[config.mk]
export PLATFORM = sky130hd
export DESIGN_NAME = tamavg_zconv
export DESIGN_NICKNAME = d
export VERILOG_FILES = /design/src/tamavg_pkg.sv /design/src/tamavg_zconv.sv
export SDC_FILE = /design/constraint.sdc
export NUM_CORES = 1
export LEC_CHECK = 0
export ABC_CLOCK_PERIOD_IN_PS = 6800
export BUFFER_PORTS_ARGS = -buffer_cell sky130_fd_sc_hd__buf_2
export CAP_MARGIN = 20
export CORE_ASPECT_RATIO = 0.7
export CORE_MARGIN = 1.5
export CORE_UTILIZATION = 50
export DETAILED_ROUTE_END_ITERATION = 7
export PLACE_DENSITY_LB_ADDON = 0.2
export SYNTH_ARGS = -nofsm -noshare
export SYNTH_HDL_FRONTEND = slang
export SYNTH_SLANG_ARGS = --single-unit
[constraint.sdc]
create_clock -name clk_i -period 6.8 [get_ports clk_i]
set_clock_uncertainty 0.15 [all_clocks]
set_input_delay 0.34 -clock clk_i [delete_from_list [all_inputs] [get_ports clk_i]]
set_output_delay 0.34 -clock clk_i [all_outputs]
set_load 0.05 [all_outputs]
[src/tamavg_pkg.sv]
// shared widths, register codes and control types for the three-axis moving average
package tamavg_pkg;

  localparam int SAMPLE_W  = 24;
  localparam int VAL_W     = 16;
  localparam int CFG_W     = 16;
  localparam int CFG_IDX_W = 2;
  localparam int NUM_AXES  = 3;
  localparam int GAIN_FRAC = 8;

  localparam logic [CFG_IDX_W-1:0] REG_Z_OFFSET   = 2'd0;
  localparam logic [CFG_IDX_W-1:0] REG_Z_GAIN_POS = 2'd1;
  localparam logic [CFG_IDX_W-1:0] REG_Z_GAIN_NEG = 2'd2;

  localparam logic [CFG_W-1:0] Z_OFFSET_RST   = 16'd75;
  localparam logic [CFG_W-1:0] Z_GAIN_POS_RST = 16'd90;
  localparam logic [CFG_W-1:0] Z_GAIN_NEG_RST = 16'd371;

  typedef struct packed {
    logic ld_in;
    logic ld_mul;
    logic ld_rnd;
  } zconv_ctl_t;

  typedef struct packed {
    logic rd;
    logic wr;
    logic ld_abs;
    logic ld_mul;
    logic ld_fix;
    logic ld_mean;
  } lane_ctl_t;

endpackage

[src/tamavg_zconv.sv]
// z axis front end: offset, signed gain select, q8.8 rounding and saturation
module tamavg_zconv (
  input  logic                               clk_i,
  input  tamavg_pkg::zconv_ctl_t             ctl_i,
  input  logic [tamavg_pkg::SAMPLE_W-1:0]    z_sample_i,
  input  logic [tamavg_pkg::CFG_W-1:0]       z_offset_i,
  input  logic [tamavg_pkg::CFG_W-1:0]       z_gain_pos_i,
  input  logic [tamavg_pkg::CFG_W-1:0]       z_gain_neg_i,
  output logic [tamavg_pkg::VAL_W-1:0]       z_val_o
);
  import tamavg_pkg::*;

  localparam int SH_W = SAMPLE_W + 1;
  localparam int PR_W = SH_W + CFG_W + 1;
  localparam logic signed [PR_W-1:0] VAL_HI = PR_W'(32'sd32767);
  localparam logic signed [PR_W-1:0] VAL_LO = PR_W'(-32'sd32768);

  logic signed [SH_W-1:0] sh_d, sh_q;
  logic [CFG_W-1:0]       gain_d, gain_q;
  logic signed [PR_W-1:0] prod_d, prod_q;
  logic signed [PR_W-1:0] bias, biased, rnd;
  logic [VAL_W-1:0]       val_d, val_q;

  assign sh_d   = $signed({z_sample_i[SAMPLE_W-1], z_sample_i}) - SH_W'($signed(z_offset_i));
  assign gain_d = ($signed(z_sample_i) > $signed(z_offset_i)) ? z_gain_pos_i : z_gain_neg_i;

  assign prod_d = sh_q * $signed({1'b0, gain_q});

  // half away from zero: negative side rounds with one less
  assign bias   = prod_q[PR_W-1] ? PR_W'(127) : PR_W'(128);
  assign biased = prod_q + bias;
  assign rnd    = biased >>> GAIN_FRAC;

  always_comb begin
    if (rnd > VAL_HI) begin
      val_d = VAL_W'(VAL_HI);
    end else if (rnd < VAL_LO) begin
      val_d = VAL_W'(VAL_LO);
    end else begin
      val_d = VAL_W'(rnd);
    end
  end

  always_ff @(posedge clk_i) begin
    if (ctl_i.ld_in) begin
      sh_q   <= sh_d;
      gain_q <= gain_d;
    end
    if (ctl_i.ld_mul) begin
      prod_q <= prod_d;
    end
    if (ctl_i.ld_rnd) begin
      val_q <= val_d;
    end
  end

  assign z_val_o = val_q;

endmodule

=== Word-level counts from Yosys, hierarchy flattened ===
Index checks and enable logic that the tools add are counted.

* Register bits: 99
* Logic and storage cells: 13
* Bits of input ports: 76

* Multiplexer cells: 3
* $lt $le $gt $ge: 3
* Multiply operators: 1
* Add/subtract/negate cells: 2

{| class="wikitable"
|+ Operator list
! operator !! number
|-
| $add 42x9->42 || 1
|-
| $mul 25x17->42 || 1
|-
| $gt 34x16->1 const B || 1
|-
| $lt 34x16->1 const B || 1
|-
| $mux 16 || 2
|-
| $sub 24x16->25 || 1
|-
| $gt 24x16->1 || 1
|-
| $mux 8 || 1
|}

=== Logic depth before layout (Yosys ltp) ===
* Depth in word-level cells: 4
* Mapped depth: 24
* Depth with buffers taken out: 23

=== Worst setup path after synthesis ===
No wires, ideal clock.

* Path kind: flip-flop to flip-flop
* From: reg sh_q[7]
* To: reg prod_q[39], data pin
* Path slack: 288 ps
* Path buffers: 1
* Stages on the path, launching flop included: 23
* Data arrival time: 6,090 ps
* Clock period less this slack: 6,512 ps
* Path through: edfxtp_1 clkbuf_1 and2_1 fa_1 inv_1 fa_1 fa_1 inv_1 fa_1 fa_1 inv_1 fa_1 inv_1 ha_1 a21o_1 a21o_1 a211oi_1 a21oi_1 a211oi_1 nand2_1 a41oi_2 mux2i_1 o2111ai_1

* Cells in the longest elaborated chain, start to end: 1

{| class="wikitable"
|+ Ends and longest elaborated chain
! what !! line !! text
|-
| start, declared || tamavg_zconv.sv:18 || <nowiki>logic signed [SH_W-1:0] sh_d, sh_q;</nowiki>
|-
| start signal, assigned || tamavg_zconv.sv:46 || <nowiki>sh_q <= sh_d;</nowiki>
|-
| $mul 25x17->42 || tamavg_zconv.sv:27 || <nowiki>assign prod_d = sh_q * $signed({1'b0, gain_q});</nowiki>
|-
| via prod_d[39] || tamavg_zconv.sv:20 || <nowiki>logic signed [PR_W-1:0] prod_d, prod_q;</nowiki>
|-
| end signal, assigned || tamavg_zconv.sv:50 || <nowiki>prod_q <= prod_d;</nowiki>
|-
| end, declared || tamavg_zconv.sv:20 ||
|}

The timed path passes the listed nets, and every way through them passes these cells.
A chain may end at the register's enable or synchronous reset.

=== Final worst setup path ===
* From: reg gain_q[6]
* To: reg prod_q[39], data pin

* Cells in the longest elaborated chain, start to end: 1

{| class="wikitable"
|+ Ends and longest elaborated chain
! what !! line !! text
|-
| start, declared || tamavg_zconv.sv:19 || <nowiki>logic [CFG_W-1:0] gain_d, gain_q;</nowiki>
|-
| start signal, assigned || tamavg_zconv.sv:47 || <nowiki>gain_q <= gain_d;</nowiki>
|-
| $mul 25x17->42 || tamavg_zconv.sv:27 ||
|-
| via prod_d[39] || tamavg_zconv.sv:20 ||
|}

The timed path passes the listed nets, and every way through them passes these cells.

==> results.py <==
metrics = {
    "grt": {
        "first_global_vias": 15310,
        "grt_pass1_wl_um": 77420,
        "overflow": 0,
        "antenna_found_initial": 2,
        "grt_usage_pct": 24.25,
        "grt_max_degree": 43,
    },
    "run": {
        "timing.max_cap.violations": 0,
    },
    "worst_setup_path": {
        "end_kind": "register",
        "worstPathRequired_ps": 6750,
        "critical_path.max_fanout": 6,
        "cp_data_arrival_time_ps": 6550,
        "rr_worst_depth": 23,
        "endpoint": "prod_q[39]",
        "crit_type": "register to register",
        "critPathLaunch": "gain_q[6]",
        "reg2reg_from": "gain_q[6]",
        "r2r_slack_ps": 200,
        "rr_endpoint": "prod_q[39]",
        "startpoint_type": "register",
    },
    "timing": {
        "worst_slew_pin_slew_ps": 977.0,
        "rsz0062_at_grt": "true",
        "max_freq_mhz": 151.5,
        "finalSetupViolations": 0,
        "post-route-min-period_ps": 6602,
        "slew_violations": 0,
        "finalCritPeriodShare_pct": 97.08,
        "final-hold-violation-count": 0,
        "relSlewSlack_pct": 34.26,
    },
    "placed_design": {
        "globalplace.congestion": 0.8746,
        "hpwl_um": 39660,
        "portBuffers": 91,
    },
    "floorplan": {
        "dieArea_um2": 40970,
        "die_w_um": 241.3,
        "fp-row-count": 60,
        "die_h_um": 169.8,
        "core_um2": 38810,
        "num_io_pins": 92,
        "initial_core_util_pct": 51.20,
    },
    "logic_synthesis": {
        "yosysSeqAreaShare_pct": 14.96,
        "syn_inst": 2101,
        "synth-main-ff-cell": "edfxtp_1",
        "syn-num-nets": 2704,
        "yosysWarnings": 0,
        "synth_edf_count": 99,
        "synth.distinct_cells": 69,
        "synth_area_per_cell_um2": 9.459,
        "ys_ff_latch": 99,
        "syn-cell-area_um2": 19870,
        "async_flop_share_pct": 0,
    },
    "routing": {
        "drc": 0,
        "dr.pass1.iters": 5,
        "wirelength_um": 47040,
        "drt_iter0_markers": 857,
        "ant_nets": 0,
        "via_per_inst": 5.194,
        "vias": 14330,
        "wire_per_inst_um": 17.06,
    },
    "min_path": {
        "hold_start": "z_gain_pos_i[10]",
        "min-delay-path-class": "primary input to register",
    },
    "clock_network": {
        "clk_path_buf_depth": 2,
        "cts.sinks": 99,
        "cts_buffers": 9,
        "cts_hold_buf": 0,
        "root_buffer": "clkbuf_16",
        "clock_latency_ps": 370,
        "clk_pin_slew_ps": 70,
        "cts_tree": "yes",
        "htree_num_levels": 3,
    },
    "cells_and_area": {
        "regArea_um2": 2973,
        "antenna_cells": 0,
        "layout.core_utilization_pct": 57.02,
        "syn2layout_area_growth_pct": 11.36,
        "final_nets": 2829,
        "drive_above_1_share_pct": 12.28,
        "fill_cells": 3446,
        "multiInputGateArea_um2": 14900,
    },
    "outcome": {
        "outcome": "completed",
    },
}
cells in the final DEF, fill, tap and decap left out, drive strengths merged, types with 18 or more instances in the layout:
cell	Yosys	routed
a21o	22	22
and2	168	168
edfxtp	99	99
a21oi	52	52
nor3	18	18
o21ai	26	26
nand2	284	284
inv	521	525
buf	3	180
xnor2	64	64
ha	135	135
nand3	23	23
fa	392	392
nor2	50	50
worst max-delay path: stages (launching register included):
cell and delay, ps:
edfxtp_1 460, buf_6 170, clkbuf_16 160, and2_1 170
fa_1 500, inv_1 60, fa_2 570, fa_1 410
inv_1 90, fa_1 430, fa_1 550, inv_1 60
fa_1 520, inv_1 40, ha_1 320, nand3_1 110
o211ai_1 140, a221oi_2 300, o22ai_1 130, a211oi_2 250
nand2_1 110, a41oi_2 250, mux2i_1 230, o2111ai_1 130
metal layers:
metal,vias to the layer above,part of all wire [%],GRT usage [%]
li1,6629,-,-
met4,0,1.1,4.647
met1,7206,47,34.89
met2,440,45,38.54
met3,51,7.1,4.554
met5,-,0,0
per-stage QoR:
stage / std cells / setup TNS, ps / hold slack (ps) / instance area (µm²) / setup WS (ps)
2_1_floorplan: 2101 / 0 / 302.5 / 19870 / 288.4
5_1_grt: 2758 / -100.9 / 90.83 / 22130 / -71.83
4_1_cts: 2747 / 0 / 90.25 / 21770 / 5.004
3_5_place_dp: 2730 / -410.6 / 474.7 / 21450 / -194.9
6_report: 2758 / 0 / 105.1 / 22130 / 198.3
3_3_place_gp: 2730 / -74.86 / 472.5 / 21450 / -59.14
how the worst min path moves through the flow:
stage                      end  slack [ps]  cells after the start
CTS                 gain_q[12]          90                      2
global placement    gain_q[10]         470                      2
finish              gain_q[10]         110                      2
floorplan            gain_q[0]         300                      0
global route         gain_q[8]          90                      2
detailed placement   gain_q[8]         470                      2
state kept, by name (all words and copies together), names as in the netlist:
signal and cells:
gain_q 16, prod_q 42, sh_q 25, z_val_o 16
repair_timing:
| action | in CTS | in global routing |
|---|---|---|
| pin swaps | 0 | 43 |
| endpoints found under the setup margin | 5 | 10 |
| gates cloned | 0 | 2 |
| gates resized for setup | 2 | 51 |
| buffers inserted | 1 | 9 |
cells by family (layout without fill, tap and decap cells):
| kind of cell | count (synthesis) | after routing | share of synthesized area, % |
|---|---|---|---|
| AO/OA/AOI/OAI | 177 | 177 | 6.221 |
| XOR/XNOR | 78 | 78 | 3.438 |
| adder cells (fa/ha/maj) | 527 | 527 | 47.99 |
| buffers and inverters | 589 | 719 | 11.21 |
| flip-flops | 99 | 99 | 14.96 |
| multiplexers | 21 | 21 | 1.165 |
| AND/OR/NAND/NOR | 610 | 610 | 15.02 |
cell type report:
type | count | area share, %
Sequential cell | 99 | 13.43
Clock inverter | 6 | 0.3505
Clock buffer | 10 | 1.035
Inverter | 521 | 8.837
Timing Repair Buffer | 182 | 6.027
Tap cell | 527 | 2.980
Multi-Input combinational cell | 1413 | 67.34
cells in the mapped netlist (all sizes together) (5+ instances only):
| cell | number | share of area, % |
|---|---|---|
| o211ai | 5 | 0.19 |
| mux2 | 17 | 0.96 |
| fa | 392 | 39 |
| a211oi | 9 | 0.39 |
| and2 | 168 | 5.3 |
| or3 | 5 | 0.18 |
| o21a | 7 | 0.26 |
| inv | 521 | 9.8 |
| clkbuf | 65 | 1.2 |
| ha | 135 | 8.5 |
| nor4 | 8 | 0.28 |
| nand2 | 284 | 5.4 |
| o21ai | 26 | 0.79 |
| nor3 | 18 | 0.45 |
| nand2b | 10 | 0.31 |
| a31oi | 8 | 0.25 |
| nand3 | 23 | 0.58 |
| nor2 | 50 | 0.94 |
| o21bai | 12 | 0.45 |
| xor2 | 14 | 0.62 |
| edfxtp | 99 | 15 |
| and3 | 10 | 0.31 |
| a21o | 22 | 0.83 |
| xnor2 | 64 | 2.8 |
| nor2b | 8 | 0.25 |
| o41ai | 5 | 0.30 |
| a21oi | 52 | 1.3 |
| nand4 | 13 | 0.44 |
Power is left out: the tool's default activity adds up to more than one toggle a clock period on the data nets, which glitch-free logic cannot reach.
