<file path="src/tamavg_pkg.sv">
// shared widths, register codes and control types for the three-axis moving average
package tamavg_pkg;

  localparam int SAMPLE_W  = 24;
  localparam int VAL_W     = 16;
  localparam int CFG_W     = 16;
  localparam int CFG_IDX_W = 2;
  localparam int NUM_AXES  = 3;
  localparam int GAIN_FRAC = 8;

  localparam logic [CFG_IDX_W-1:0] REG_Z_OFFSET   = 2'd0;
  localparam logic [CFG_IDX_W-1:0] REG_Z_GAIN_POS = 2'd1;
  localparam logic [CFG_IDX_W-1:0] REG_Z_GAIN_NEG = 2'd2;

  localparam logic [CFG_W-1:0] Z_OFFSET_RST   = 16'd75;
  localparam logic [CFG_W-1:0] Z_GAIN_POS_RST = 16'd90;
  localparam logic [CFG_W-1:0] Z_GAIN_NEG_RST = 16'd371;

  typedef struct packed {
    logic ld_in;
    logic ld_mul;
    logic ld_rnd;
  } zconv_ctl_t;

  typedef struct packed {
    logic rd;
    logic wr;
    logic ld_abs;
    logic ld_mul;
    logic ld_fix;
    logic ld_mean;
  } lane_ctl_t;

endpackage

</file>
<file path="src/tamavg_lane.sv">
// one axis lane: window memory, running total and rounded division by the window length
module tamavg_lane #(
  parameter int WINDOW = 35
) (
  input  logic                          clk_i,
  input  logic                          rst_ni,
  input  tamavg_pkg::lane_ctl_t         ctl_i,
  input  logic [$clog2(WINDOW)-1:0]     rd_slot_i,
  input  logic [$clog2(WINDOW)-1:0]     wr_slot_i,
  input  logic                          old_vld_i,
  input  logic [tamavg_pkg::VAL_W-1:0]  val_i,
  output logic [tamavg_pkg::VAL_W-1:0]  mean_o
);
  import tamavg_pkg::*;

  localparam int TW = $clog2(WINDOW) + VAL_W;
  localparam int NW = TW + 1;
  localparam int MW = NW;
  localparam int QW = VAL_W + 1;
  localparam int D  = 2 * WINDOW;
  localparam int RW = $clog2(2 * D);
  localparam logic [MW-1:0] RECIP = MW'((64'd1 << NW) / D);

  logic [VAL_W-1:0]   win_mem [WINDOW];
  logic [VAL_W-1:0]   nv_q, rdat_q, old_val;
  logic [TW-1:0]      tot_d, tot_q;
  logic [NW:0]        t2, n_full;
  logic [NW-1:0]      n_d, n_q, n7_q;
  logic               neg_q, neg7_q, neg8_q;
  logic [NW+MW-1:0]   prod_d, prod_q;
  logic [QW-1:0]      q0_d, q0_q, q;
  logic [NW-1:0]      r_full;
  logic [RW-1:0]      r_q;
  logic [VAL_W-1:0]   mean_d, mean_q;

  assign old_val = old_vld_i ? rdat_q : '0;

  assign tot_d = tot_q
               + {{(TW-VAL_W){nv_q[VAL_W-1]}}, nv_q}
               - {{(TW-VAL_W){old_val[VAL_W-1]}}, old_val};

  // 2*|t| + window in one add or subtract
  assign t2     = {tot_q[TW-1], tot_q, 1'b0};
  assign n_full = tot_q[TW-1] ? ((NW+1)'(WINDOW) - t2) : (t2 + (NW+1)'(WINDOW));
  assign n_d    = n_full[NW-1:0];

  assign prod_d = (NW+MW)'(n_q) * (NW+MW)'(RECIP);
  assign q0_d   = prod_q[NW +: QW];
  assign r_full = n7_q - NW'(q0_d * D);

  assign q      = q0_q + QW'(r_q >= RW'(D));
  assign mean_d = neg8_q ? VAL_W'(-q) : VAL_W'(q);

  always_ff @(posedge clk_i) begin
    if (ctl_i.wr) begin
      win_mem[wr_slot_i] <= nv_q;
    end
    if (ctl_i.rd) begin
      rdat_q <= win_mem[rd_slot_i];
    end
  end

  always_ff @(posedge clk_i) begin
    if (ctl_i.rd) begin
      nv_q <= val_i;
    end
    if (ctl_i.ld_abs) begin
      n_q   <= n_d;
      neg_q <= tot_q[TW-1];
    end
    if (ctl_i.ld_mul) begin
      prod_q <= prod_d;
      n7_q   <= n_q;
      neg7_q <= neg_q;
    end
    if (ctl_i.ld_fix) begin
      q0_q   <= q0_d;
      r_q    <= r_full[RW-1:0];
      neg8_q <= neg7_q;
    end
    if (ctl_i.ld_mean) begin
      mean_q <= mean_d;
    end
  end

  always_ff @(posedge clk_i or negedge rst_ni) begin
    if (!rst_ni) begin
      tot_q <= '0;
    end else if (ctl_i.wr) begin
      tot_q <= tot_d;
    end
  end

  assign mean_o = mean_q;

endmodule

</file>
<file path="config.mk">
export PLATFORM = sky130hd
export DESIGN_NAME = tamavg_lane
export DESIGN_NICKNAME = d
export VERILOG_FILES = /design/src/tamavg_pkg.sv /design/src/tamavg_lane.sv
export SDC_FILE = /design/constraint.sdc
export NUM_CORES = 1
export LEC_CHECK = 0
export BUFFER_PORTS_ARGS = -buffer_cell sky130_fd_sc_hd__buf_2
export CAP_MARGIN = 20
export CORE_MARGIN = 3
export CORE_UTILIZATION = 35
export DETAILED_ROUTE_END_ITERATION = 8
export PLACE_DENSITY = 0.56
export SETUP_SLACK_MARGIN = 0.4
export SLEW_MARGIN = 20
export SYNTH_ARGS = -nofsm -noshare
export SYNTH_HDL_FRONTEND = slang
export SYNTH_SLANG_ARGS = --single-unit
</file>
<file path="constraint.sdc">
create_clock -name clk_i -period 17.2 [get_ports clk_i]
set_clock_uncertainty 0.15 [all_clocks]
set_input_delay 0.86 -clock clk_i [delete_from_list [all_inputs] [get_ports clk_i]]
set_output_delay 0.86 -clock clk_i [all_outputs]
set_load 0.1 [all_outputs]
</file>
Yosys cells after proc, flatten, opt, wreduce, memory -nomap -nowiden

Memory sizes are Yosys's and may differ from the RTL's. A register that Yosys moved wholly into a read port is not among the register bits.
Index checks and enable logic that the tools add are counted.
Widths: inputs -> output; s select.

Mux-type cells: 5
$mul: 2
Magnitude comparators: 1
Add/sub/neg operators: 7

Operators with widths:

| kind                   | count |
|---|---|
| $mul 23x17->40 const B | 1 |
| $mux 16                | 2 |
| $add 23x7->23 const B  | 1 |
| $mux 23                | 1 |
| $sub 7x23->23 const A  | 1 |
| $add 22x22->22         | 1 |
| $sub 22x22->22         | 1 |
| $mul 17x6->7 const B   | 1 |
| $add 16x1->16          | 1 |
| $neg 16->16            | 1 |
| $ge 8x7->1 const B     | 1 |
| $sub 8x8->8            | 1 |
| $mux 1                 | 2 |

Memories: 1
Logic and storage cells: 27
Output and inout port bits: 16
RAM bits: 560
Bits in registers: 152
Bits of input ports: 37

Memory list:

| name    | words | bits a word | read ports | clocked after memory_dff | wr ports | RTL line          | source |
|---|---|---|---|---|---|---|---|
| win_mem | 35    | 16          | 1          | 1                        | 1        | tamavg_lane.sv:24 | `logic [VAL_W-1:0] win_mem [WINDOW];` |

Depth between registers and ports, before layout

Word-level depth: 4
Depth in mapped cells: 20
Depth with buffers taken out: 18

Worst setup path before layout

No wires, ideal clock.

Path kind: register to register
From: reg n_q[6]
To: reg prod_q[35], data pin
Library setup time: 0.265 ns
Period minus slack after synthesis: 6.092 ns
Slack: 11.108 ns
Path buffers: 1
Arrival: 5.676 ns
Stages on the path, launching flop included: 20
Data required time: 16.785 ns
Cells stage by stage: edfxtp_1 inv_1 fa_1 inv_1 fa_1 fa_1 inv_1 fa_1 fa_1 fa_1 inv_1 ha_1 a21oi_1 o211ai_1 a21o_1 o2111ai_1 and2_1 clkbuf_1 mux2i_1 or3_1

Word-level cells in the longest chain between the ends: 1

RTL lines:

| what                   | RTL line          | source |
|---|---|---|
| from (decl)            | tamavg_lane.sv:28 | `logic [NW-1:0] n_d, n_q, n7_q;` |
| from (signal assigned) | tamavg_lane.sv:68 | `n_q <= n_d;` |
| $mul 23x17->40         | tamavg_lane.sv:47 | `assign prod_d = (NW+MW)'(n_q) * (NW+MW)'(RECIP);` |
| named net prod_d[35]   | tamavg_lane.sv:30 | `logic [NW+MW-1:0] prod_d, prod_q;` |
| to (signal assigned)   | tamavg_lane.sv:72 | `prod_q <= prod_d;` |
| to (decl)              | tamavg_lane.sv:30 |  |

The timed path passes the listed nets, and every way through them passes these cells.
A chain may end at the register's enable or synchronous reset.

Worst setup path after layout

Same ends and word-level chain as after synthesis.

==> flow_summary.json <==
{
  "post_synth_fa_ha_maj_area_fraction": 0.138,
  "place_hpwl_um": 52400,
  "tritoncts.num_buffers": 77,
  "synthesis.area_per_instance_um2": 16.0,
  "synth-compound-area-share": 0.0449,
  "timing.critical_path.cells": "inv_1 -> fa_1 -> inv_1 -> fa_1 -> fa_1 -> inv_1 -> fa_1 -> fa_1 -> fa_1 -> inv_1 -> ha_1 -> a21oi_1 -> o211ai_1 -> a21o_1 -> o2111ai_1 -> and2_1 -> mux2i_1 -> or3_1",
  "timing.fmax_ghz": 0.151,
  "cts.path.max_buffers": 3,
  "post_synth_and_or_nand_nor_area_fraction": 0.0439,
  "worst_setup_path_end_kind": "flip-flop",
  "max_slew_margin": 0.343,
  "critPathMostFrequentCell": "fa_1",
  "core.rowCount": 115,
  "crit_slowest_cell": "fa_1",
  "boundaryPins": 53,
  "vias": 18512,
  "cts.clk_slew.worst_paths_ns": 0.06,
  "grt.total_usage": 0.156,
  "synthCells": 2182,
  "fin_tns_setup_ns": 0,
  "finalCriticalPeriod_ns": 6.61,
  "fin_nets": 2649,
  "routedWlPerCell_um": 21.8,
  "timing_hold_violations_final": 0,
  "rsz_0062_raised_after_global_routing": "false",
  "drt_iter0_markers": 1442,
  "design.die.area_mm2": 0.104,
  "cpPeakStageDelay_ns": 0.65,
  "ys_dominant_reg_cell": "edfxtp_1",
  "critical_path_required_ns": 17.40,
  "outcome": "complete, no violations",
  "cp_max_fo": 6,
  "area_growth_syn_to_layout_pct": 13.2,
  "fin_crit_sh": 0.384,
  "final_common_cell": "edfxtp_1",
  "synth_enable_flop_cells": 679,
  "grt_first_pass_wirelength_um": 121000,
  "overflow": 0,
  "clkLatencyLatePin_ns": 0.63,
  "numClockSinks": 701,
  "cts_root_buf": "clkbuf_16",
  "tightestPinTransition_ns": 0.985,
  "initial_utilization": 0.354,
  "mostFrequentLayoutCells": "edfxtp_1, inv_1, ha_1, mux4_2, fa_1",
  "cts.repair_timing.setup_buffer_count": 0,
  "syn-num-nets": 2528,
  "vias_per_cell": 5.08,
  "gpl.final_weighted_congestion": 0.884,
  "drc_errors": 0,
  "critPathArrivalTime_ns": 6.81,
  "first_global_vias": 19752,
  "synthesis.area_mm2": 0.0350,
  "largest_family_of_logic_cells_by_synthesized_area": "adder cells",
  "die_width_um": 322,
  "final-setup-viol-count": 0,
  "criticalPathCategory": "reg -> reg",
  "first_pass_iters": 5,
  "io_buffer_count": 52,
  "post_synth_mux_area_share": 0.115,
  "max_cap_viol_count": 0,
  "cts_tree": "yes",
  "fillers": 9029,
  "drive_gt1_frac": 0.177,
  "ant_nets": 0,
  "r2r_start": "n_q[6]",
  "crit_path_start_kind": "flip-flop",
  "final-max-slew-violation-count": 0,
  "synth.yosys.warnings": 0,
  "grt_start_max_net_pins": 58,
  "async_flop_share": 0.0314,
  "synth_xor_xnor_area_share": 0.0241,
  "hold_path.class": "in -> async",
  "ctsResizeCount": 0,
  "height_of_the_die_um": 322,
  "ys_seq_elements": 701,
  "route.final.wire_length_um": 79400,
  "sequential_cell_area_fraction_in_the_yosys_report": 0.599,
  "worst_setup_path_startpoint": "n_q[6]",
  "core_area_mm2": 0.0987,
  "cts-htree-levels": 3,
  "ys_types": 80,
  "postCtsHoldBufs": 0,
  "antenna_violations_before_repair": 3
}
==> registers in the layout, indices dropped and copies added, names as in the netlist, 6 cells and up <==
name,count
win_mem,560
n_q,22
tot_q,22
prod_q,17
mean_o,16
nv_q,16
q0_q,16
rdat_q,16
r_q,7
n7_q,6
==> cell type report <==
type	instances	area, um^2	share of cell area
multi-input cells	1165	12900	0.326
diodes	1	2.50	0.0000633
clock inverters	37	449	0.0114
clock buffers	97	2020	0.0511
flip-flops and latches	701	20900	0.529
inverters	247	927	0.0234
repair buffers	111	731	0.0185
well taps	1287	1610	0.0407
==> cell families (layout without fill, tap and decap cells) <==
logic type,after synthesis,in the layout
flops,701,701
buf+inv,316,492
fa+ha+maj,309,309
simple gates,305,305
compound gates,252,252
mux,203,203
xor+xnor,96,96
other cells,0,1
==> routing by layer <==
metal | wire, um | GRT usage | vias up
li1 | - | - | 8443
met1 | 33300 | 0.201 | 9515
met2 | 40700 | 0.275 | 441
met3 | 3780 | 0.0236 | 113
met4 | 1710 | 0.0410 | 0
met5 | 0 | 0 | -
==> worst max-delay path, delay by kind of cell (launching register included) <==
family	cells	cell delay [ns]
fa+ha+maj	7	3.58
compound gates	4	0.97
simple gates	2	0.65
flops	1	0.52
buf+inv	4	0.36
mux	1	0.10
==> cell usage after synthesis, types with 25 or more instances <==
library cell / number / area share
mux4_2: 160 / 0.10
edfxtp_1: 679 / 0.58
ha_1: 180 / 0.064
xor2_1: 31 / 0.0078
fa_1: 129 / 0.074
mux2i_1: 40 / 0.011
clkbuf_1: 45 / 0.0048
xnor2_1: 65 / 0.016
o21ai_1: 25 / 0.0036
a21oi_1: 63 / 0.0090
nand3_1: 25 / 0.0036
nand2_1: 97 / 0.010
o21ai_0: 52 / 0.0074
nor2_1: 73 / 0.0078
inv_1: 244 / 0.026
==> through the flow <==
stage          setup slack, ns  instances   util  cell area (um^2)  hold WS (ns)
2_1_floorplan            11.11       2182      -             35000         0.250
3_3_place_gp             10.63       3510  0.376             37100         0.257
3_5_place_dp             10.54       3510  0.376             37100         0.262
4_1_cts                  10.50       3644  0.401             39500        0.0150
5_1_grt                  10.26       3645  0.401             39600        0.0751
6_report                 10.59       3646  0.401             39600        0.0547
==> path summary, 6_finish.rpt <==
path | end | slack (ns) | cells after the start
hold / removal | tot_q[6] | 0.05 | 1
setup / recovery | prod_q[35] | 10.59 | 18
min in group clk_i | nv_q[15] | 0.26 | 1
setup reg to reg | prod_q[35] | 10.59 | 18
max in group asynchronous | tot_q[8] | 16.51 | 1
hold reg to reg | q0_q[7] | 0.27 | 0
Power is not shown: default switching activity piles up to over one toggle a cycle in this logic, so the estimate is an artifact.
